[config.mk]
export PLATFORM = sky130hd
export DESIGN_NAME = lfn_entry_framer_top
export DESIGN_NICKNAME = d
export VERILOG_FILES = /design/src/rtl/core/lfn_pkg.sv /design/src/rtl/core/lfn_cell.sv /design/src/rtl/core/lfn_ctrl.sv /design/src/rtl/core/lfn_entry_framer_top.sv
export SDC_FILE = /design/constraint.sdc
export NUM_CORES = 1
export LEC_CHECK = 0
export BUFFER_PORTS_ARGS = -buffer_cell sky130_fd_sc_hd__buf_2
export CAP_MARGIN = 30
export CELL_PAD_IN_SITES_DETAIL_PLACEMENT = 1
export CELL_PAD_IN_SITES_GLOBAL_PLACEMENT = 2
export CORE_UTILIZATION = 43
export DETAILED_ROUTE_END_ITERATION = 8
export PLACE_DENSITY = 0.79
export SKIP_CTS_REPAIR_TIMING = 1
export SLEW_MARGIN = 20
export SYNTH_ARGS = -nofsm -noshare
export SYNTH_HDL_FRONTEND = slang
export SYNTH_SLANG_ARGS = --single-unit
export TNS_END_PERCENT = 1
[constraint.sdc]
create_clock -name clk -period 5.91 [get_ports clk]
set_clock_uncertainty 0.1 [all_clocks]
set_input_delay 0.2955 -clock clk [delete_from_list [all_inputs] [get_ports clk]]
set_output_delay 0.2955 -clock clk [all_outputs]
set_load 0.02 [all_outputs]
[src/rtl/core/lfn_pkg.sv]
// ----------------------------------------------------------------------------
// lfn_pkg
// Shared constants and types of the long-name entry framer.
// ----------------------------------------------------------------------------
package lfn_pkg;

	localparam int SLOTS       = 13;
	localparam int MAX_ENTRIES = 20;
	localparam int POS_W       = 4;
	localparam int ENT_W       = 5;
	localparam int UNIT_W      = 16;

	localparam logic [6:0]        LAST_FLAG = 7'h40;
	localparam logic [UNIT_W-1:0] PAD_UNIT  = 16'hFFFF;
	localparam logic [UNIT_W-1:0] TERM_UNIT = 16'h0000;

	localparam logic CMD_UNIT  = 1'b0;
	localparam logic CMD_EMPTY = 1'b1;

	// Per-cycle control broadcast to the row of slot cells.
	typedef struct packed {
		logic              wr_en;
		logic [POS_W-1:0]  wr_pos;
		logic [UNIT_W-1:0] wr_unit;
		logic              load;
		logic [POS_W-1:0]  fill;
		logic              shift;
	} cell_ctl_t;

endpackage

[src/rtl/core/lfn_cell.sv]
// ----------------------------------------------------------------------------
// lfn_cell
// One character slot: assembly register plus one stage of the output chain.
// ----------------------------------------------------------------------------
module lfn_cell
	import lfn_pkg::*;
(
	input  logic              clk,
	input  logic [POS_W-1:0]  idx,
	input  cell_ctl_t         ctl,
	input  logic [UNIT_W-1:0] nxt_unit,
	output logic [UNIT_W-1:0] out_unit
);

	logic [UNIT_W-1:0] asm_q;
	logic [UNIT_W-1:0] out_q;
	logic [UNIT_W-1:0] ld_unit;
	logic              hit;

	assign hit = ctl.wr_en && (ctl.wr_pos == idx);

	// Slots below fill carry name units (bypass the one written this beat),
	// the slot at fill gets the terminator, the rest padding.
	always_comb begin
		if (idx < ctl.fill) begin
			ld_unit = hit ? ctl.wr_unit : asm_q;
		end else if (idx == ctl.fill) begin
			ld_unit = TERM_UNIT;
		end else begin
			ld_unit = PAD_UNIT;
		end
	end

	always_ff @(posedge clk) begin
		if (hit) begin
			asm_q <= ctl.wr_unit;
		end
		if (ctl.load) begin
			out_q <= ld_unit;
		end else if (ctl.shift) begin
			out_q <= nxt_unit;
		end
	end

	assign out_unit = out_q;

endmodule

[src/rtl/core/lfn_ctrl.sv]
// ----------------------------------------------------------------------------
// lfn_ctrl
// Name state, entry rollover and drain count of the output chain.
// ----------------------------------------------------------------------------
module lfn_ctrl
	import lfn_pkg::*;
(
	input  logic             clk,
	input  logic             arst_n,
	input  logic             in_valid,
	output logic             in_ready,
	input  logic             cmd,
	input  logic [UNIT_W-1:0] code_unit,
	input  logic             is_final,
	input  logic [7:0]       short_checksum,
	output logic             out_valid,
	input  logic             out_ready,
	output logic [6:0]       order_byte,
	output logic [POS_W-1:0] slot_index,
	output logic [7:0]       entry_checksum,
	output logic             end_of_entry,
	output logic             too_long,
	output cell_ctl_t        ctl
);

	logic [POS_W-1:0] pos_q;
	logic [ENT_W-1:0] ent_q;
	logic [7:0]       hcks_q;
	logic             drop_q;
	logic [POS_W-1:0] cnt_q;
	logic [6:0]       ord_q;
	logic [7:0]       ocks_q;
	logic             otl_q;

	logic             name_start, full, is_empty, last, roll, emit;
	logic             load_free, acc, pop, drop_nx;
	logic [7:0]       cks_eff;
	logic [POS_W-1:0] pos_nx;
	logic [ENT_W:0]   ent_inc;

	always_comb begin
		name_start = (pos_q == '0) && (ent_q == '0);
		cks_eff    = name_start ? short_checksum : hcks_q;
		full       = (pos_q == POS_W'(SLOTS));
		pos_nx     = full ? pos_q : pos_q + 1'b1;
		drop_nx    = drop_q | full;
		ent_inc    = {1'b0, ent_q} + 1'b1;
		is_empty   = (cmd == CMD_EMPTY);
		last       = is_empty | is_final;
		roll       = (pos_nx == POS_W'(SLOTS)) && (ent_inc < (ENT_W + 1)'(MAX_ENTRIES));
		emit       = last | roll;
		// Chain takes a new entry when empty or when its last beat leaves now.
		load_free  = (cnt_q == '0) || ((cnt_q == POS_W'(1)) && out_ready);
		in_ready   = !emit || load_free;
		acc        = in_valid && in_ready;
		pop        = out_valid && out_ready;

		ctl.wr_en   = acc && !is_empty && !full;
		ctl.wr_pos  = pos_q;
		ctl.wr_unit = code_unit;
		ctl.load    = acc && emit;
		ctl.shift   = pop && !(acc && emit);
		if (is_empty) begin
			ctl.fill = '0;
		end else if (last) begin
			ctl.fill = pos_nx;
		end else begin
			ctl.fill = POS_W'(SLOTS);
		end
	end

	always_ff @(posedge clk or negedge arst_n) begin
		if (!arst_n) begin
			pos_q  <= '0;
			ent_q  <= '0;
			hcks_q <= '0;
			drop_q <= 1'b0;
			cnt_q  <= '0;
		end else begin
			if (acc) begin
				if (last) begin
					pos_q  <= '0;
					ent_q  <= '0;
					hcks_q <= '0;
					drop_q <= 1'b0;
				end else if (roll) begin
					pos_q  <= '0;
					ent_q  <= ent_inc[ENT_W-1:0];
					hcks_q <= cks_eff;
					drop_q <= drop_nx;
				end else begin
					pos_q  <= pos_nx;
					hcks_q <= cks_eff;
					drop_q <= drop_nx;
				end
			end
			if (ctl.load) begin
				cnt_q <= POS_W'(SLOTS);
			end else if (pop) begin
				cnt_q <= cnt_q - 1'b1;
			end
		end
	end

	// Entry-wide fields, held while the chain drains.
	always_ff @(posedge clk) begin
		if (ctl.load) begin
			ord_q  <= (last ? LAST_FLAG : 7'h00) | {1'b0, is_empty ? 6'd1 : ent_inc};
			ocks_q <= is_empty ? short_checksum : cks_eff;
			otl_q  <= !is_empty && is_final && drop_nx;
		end
	end

	assign out_valid      = (cnt_q != '0);
	assign order_byte     = ord_q;
	assign slot_index     = POS_W'(SLOTS) - cnt_q;
	assign entry_checksum = ocks_q;
	assign end_of_entry   = (cnt_q == POS_W'(1));
	assign too_long       = otl_q;

endmodule

[src/rtl/core/lfn_entry_framer_top.sv]
// ----------------------------------------------------------------------------
// lfn_entry_framer_top
// Packs long-name code units into 13-slot directory entries, one slot a beat.
// ----------------------------------------------------------------------------
//  channel | signals                                   | beat
//  in      | in_valid/in_ready, cmd, code_unit,        | one code unit or
//          | is_final, short_checksum                  | an empty-name command
//  out     | out_valid/out_ready, order_byte,          | one slot of an entry
//          | slot_index, slot_unit, entry_checksum,    |
//          | end_of_entry, too_long                    |
//
// One input beat per cycle; the beat that completes an entry loads the row of
// 13 slot cells, and slot 0 is on the output in the next cycle. The entry then
// leaves as 13 output beats, one per cycle, shifted along the row.
// A beat that completes an entry waits until the last slot of the previous
// entry leaves (same cycle at the earliest); other beats are taken at once.
// Reset clears name state and the drain count; slot storage needs no clearing.
// Output stalls hold the chain; input keeps filling the assembly registers.
// ----------------------------------------------------------------------------
module lfn_entry_framer_top
	import lfn_pkg::*;
(
	input  logic              clk,
	input  logic              arst_n,
	input  logic              in_valid,
	output logic              in_ready,
	input  logic              cmd,
	input  logic [UNIT_W-1:0] code_unit,
	input  logic              is_final,
	input  logic [7:0]        short_checksum,
	output logic              out_valid,
	input  logic              out_ready,
	output logic [6:0]        order_byte,
	output logic [POS_W-1:0]  slot_index,
	output logic [UNIT_W-1:0] slot_unit,
	output logic [7:0]        entry_checksum,
	output logic              end_of_entry,
	output logic              too_long
);

	cell_ctl_t         ctl;
	logic [UNIT_W-1:0] chain_w [SLOTS];

	lfn_ctrl u_ctrl (
		.clk            (clk),
		.arst_n         (arst_n),
		.in_valid       (in_valid),
		.in_ready       (in_ready),
		.cmd            (cmd),
		.code_unit      (code_unit),
		.is_final       (is_final),
		.short_checksum (short_checksum),
		.out_valid      (out_valid),
		.out_ready      (out_ready),
		.order_byte     (order_byte),
		.slot_index     (slot_index),
		.entry_checksum (entry_checksum),
		.end_of_entry   (end_of_entry),
		.too_long       (too_long),
		.ctl            (ctl)
	);

	for (genvar k = 0; k < SLOTS; k++) begin : g_cell
		logic [UNIT_W-1:0] nxt;
		if (k == SLOTS - 1) begin : g_tail
			assign nxt = PAD_UNIT;
		end else begin : g_body
			assign nxt = chain_w[k+1];
		end
		lfn_cell u_cell (
			.clk      (clk),
			.idx      (POS_W'(k)),
			.ctl      (ctl),
			.nxt_unit (nxt),
			.out_unit (chain_w[k])
		);
	end

	// Head of the chain is the slot on the output.
	assign slot_unit = chain_w[0];

endmodule

==> summary.md <==
| Metric | Value |
|---|---|
| Status | finished, final reports clean |
| Final-report hold violation count | 0 |
| Buffers and inverters on the worst path | 3 |
| Highest Clock Rate | approximately 0.23 GHz |
| Portion of synthesized cell area occupied by the leading cell type | ~36% |
| Worst path required time | a little over 6000 ps |
| Fraction of layout instances using a drive strength above 1 | between 20 and 30% |
| Aggregate global routing overflow | 0 |
| Register bit total from synthesis | 454 |
| Root buffer cell | sky130_fd_sc_hd__clkbuf_16 |
| Worst-path clk slew | about 60 ps |
| Cell family with the largest share of critical-path delay | buffers and inverters |
| Latest clock arrival within the worst-skew pair | between 500 and 600 ps |
| Crit path kind | reg -> reg |
| Top cells by instance count after synthesis | sky130_fd_sc_hd__edfxtp_1, sky130_fd_sc_hd__dfxtp_1, sky130_fd_sc_hd__mux2_2 |
| Switching part of the total | 25.9% |
| Vias per std cell | between 5 and 6 |
| Vias in the first global route | roughly 12k |
| Cells on worst reg2reg path | 9 |
| Slowest cell delay on critical path | 770 ps |
| Number of cells on the critical path | 9 |
| I/O pin total | between 60 and 70 |
| Share of the core filled with cells in the final layout | roughly half |
| Area leader, netlist | sky130_fd_sc_hd__edfxtp_1 |
| Sequential cell area fraction in the yosys report | between 60% and 70% |
| Critical-path cell with the highest stage delay | sky130_fd_sc_hd__or2_4 |
| Time the worst path needs with I/O delays and setup | around 4400 ps |
| Async set-reset flop share out of synthesis | just under 5% |
| Post-route antenna net violation count | 0 |
| Setup repair after global routing missed its margin | no |
| Standard cell core area | between 40000 and 50000 um^2 |
| Die Footprint | between 40000 and 50000 um^2 |
| TritonCTS Sinks | around 450 |
| Routed WL | 39300 um |
| Most frequent cell after synthesis | sky130_fd_sc_hd__edfxtp_1 |
| Number of synthesized flops with an enable pin | between 200 and 250 |
| Summed negative setup slack over all endpoints | 0 ps |
| Detailed-route DRC error count | 0 |
| Slew at the pin closest to its max-slew limit | between 900 and 1000 ps |
| Wire length of the first global-routing pass | between 60000 and 70000 um |
| Total Routing Usage GR | between 10% and 20% |
| Count of input and output buffers | about 70 |
| Number of H-tree levels | 2 |
| Worst ir drop on vdd | 0.000235 V |
| # rows | 75 |
| Area growth from synthesis to final layout | 12.9% |
| Final worst path period share | between 70% and 80% |
| Smallest setup slack after layout | about 1500 ps |
| Number of warnings issued by yosys | 0 |
| Antenna violations before repair | 0 |
| Synth Flop Type | sky130_fd_sc_hd__edfxtp_1 |
| Netlist area before placement | between 15000 and 20000 um^2 |
| Buffer depth of the longest clock path | 3 |
| Net switching power figure | between 2 and 2.5 mW |
| Count of mapped cells out of synthesis | approximately 1.5k |
| Overall via count from detail_route | ~11k |
| Final routed wire length divided by cell count | 18.9 um |
| Y dimension of the die | between 200 and 250 um |
| Number of max-slew violations in the final report | 0 |
| Internal power consumption | 6.38 mW |
| Mean post-synth cell area | roughly 13 um^2 |
| Static power due to leakage | ~8.1 nW |
| Net Count, Synth | roughly 1.5k |
| Share of total power in the clock network | 35.7% |
| Initial DRT Pass Iterations | 6 |
| Critical path arrival | 4500 ps |
| Detailed-placement wirelength estimate | approximately 26000 um |
| Initial cell density of the core | about 44% |
| Seq pwr share | between 40% and 50% |
| Count of maximum capacitance violations | 0 |
| Synth cell types | 76 |
| Fraction of power consumed by combinational cells | around 16% |
| Pin count of the biggest net entering global routing | 68 |
| Routability cong. | ~0.8 |
| TritonCTS clock tree | built |
| Cells on Worst Hold Path | 3 |
| Total power draw | approximately 8.6 mW |
| Ordered cell list for the critical path | inv_1, ha_1, a211oi_1, o221a_4, nand3_2, a21o_1, inv_6, or2_4, buf_12 |
| First DRT Iteration DRCs | 554 |
| Final setup fails | 0 |
| Critical Path Sink Type | flip-flop |
| Net count, final | between 1.5k and 2k |
| Final Hold Slack | 5.41 ps |
| Total CTS buffers | 50 |
| Die Width | 210 um |
| Crit path launch type | flip-flop |
| Pre-CTS worst setup slack | between 1500 and 2000 ps |
| Hold crit path type | in -> reg |
| Total power density per cell area | about 410 nW/um^2 |
| Slew headroom | 39.0% |
| Critical path peak fanout | 67 |
| Cell types occupying the most area after synthesis | sky130_fd_sc_hd__edfxtp_1, sky130_fd_sc_hd__dfxtp_1, sky130_fd_sc_hd__mux2_2 |
[worst reg2reg max path, delay by kind of cell, from the launching register on]
kind | cells | cell delay (ps)
buffers and inverters | 3 | 1070
adders and majority gates | 1 | 430
and+or+nand+nor | 2 | 960
DFF | 1 | 530
AOI/OAI and AO/OA | 3 | 860
[cell usage in the layout, fill, tap and decap left out, types with 32 or more instances in the layout]
| master | netlist | routed |
|---|---|---|
| sky130_fd_sc_hd__a21bo_2 | 32 | 32 |
| sky130_fd_sc_hd__a21oi_1 | 49 | 49 |
| sky130_fd_sc_hd__buf_2 | 39 | 68 |
| sky130_fd_sc_hd__clkbuf_16 | 0 | 52 |
| sky130_fd_sc_hd__dfxtp_1 | 208 | 208 |
| sky130_fd_sc_hd__edfxtp_1 | 224 | 224 |
| sky130_fd_sc_hd__inv_1 | 42 | 42 |
| sky130_fd_sc_hd__mux2_2 | 173 | 173 |
| sky130_fd_sc_hd__mux2i_1 | 33 | 33 |
| sky130_fd_sc_hd__nand2_1 | 71 | 71 |
| sky130_fd_sc_hd__nor2_1 | 146 | 145 |
| sky130_fd_sc_hd__o21ai_0 | 70 | 69 |
[through the flow]
step / std cells / cell area (um^2)
2_1_floorplan: 1453 / 18500
3_3_place_gp: 1973 / 19200
3_5_place_dp: 1976 / 19200
4_1_cts: 2069 / 20800
5_1_grt: 2079 / 20900
6_report: 2080 / 20900
[power by group through the flow]
stage	clock network [mW]	registers, mW	logic (mW)
2_1_floorplan	0	4.21	1.02
3_3_place_gp	0	4.20	1.33
3_5_place_dp	0	4.23	1.37
4_1_cts	3.16	4.17	1.38
5_1_grt	3.26	4.23	1.51
6_report	3.07	4.17	1.37
[worst paths after layout]
check / slack (ps) / end / from
max in group asynchronous: 5150 / u_ctrl.cnt_q[3]$_DFFE_PN0P_ / arst_n
min: 5 / u_ctrl.cnt_q[2]$_DFFE_PN0P_ / out_ready
min in group asynchronous: 160 / u_ctrl.drop_q$_DFFE_PN0N_ / arst_n
min reg2reg: 350 / g_cell[12].u_cell.asm_q[12]$_DFF_P_ / g_cell[12].u_cell.asm_q[12]$_DFF_P_
max reg2reg: 1540 / g_cell[8].u_cell.out_unit[12]$_DFFE_PP_ / u_ctrl.pos_q[0]$_DFFE_PN0N_
max: 1540 / g_cell[8].u_cell.out_unit[12]$_DFFE_PP_ / u_ctrl.pos_q[0]$_DFFE_PN0N_
[cells by family (layout without fill, tap and decap cells)]
kind of cell | after synthesis | after routing | synth area share [%]
compound gates | 339 | 339 | 13.9
xor+xnor | 6 | 6 | 0.283
fa+ha+maj | 11 | 11 | 0.742
buf+inv | 143 | 230 | 3.70
flops | 454 | 454 | 61.7
mux | 217 | 217 | 13.0
other cells | 0 | 1 | 0
simple gates | 283 | 283 | 6.72
[cell type report]
class,count,area (um^2)
Fill cell,4297,21300
Sequential cell,454,11400
Multi-Input combinational cell,856,6430
Clock buffer,71,1430
Tap cell,539,674
Timing Repair Buffer,94,586
Clock inverter,22,205
Inverter,43,166
Antenna cell,1,2.50
[state kept, by name (all words and copies together), names as in the netlist]
signal,count
u_ctrl.drop_q,1
u_ctrl.entry_checksum,8
u_ctrl.order_byte,7
u_ctrl.ent_q,5
u_ctrl.hcks_q,8
u_ctrl.too_long,1
u_ctrl.pos_q,4
g_cell.u_cell.asm_q,208
g_cell.u_cell.out_unit,208
u_ctrl.cnt_q,4
[per-layer routing]
layer | GRT usage, % | up-vias | share of wire, %
met5 | 0 | - | 0
met4 | 4.28 | 0 | 1.6
met3 | 3.28 | 53 | 3.0
met2 | 31.4 | 110 | 48
met1 | 23.9 | 5590 | 47
li1 | - | 5389 | -
Power figures use the tool's default switching activity.
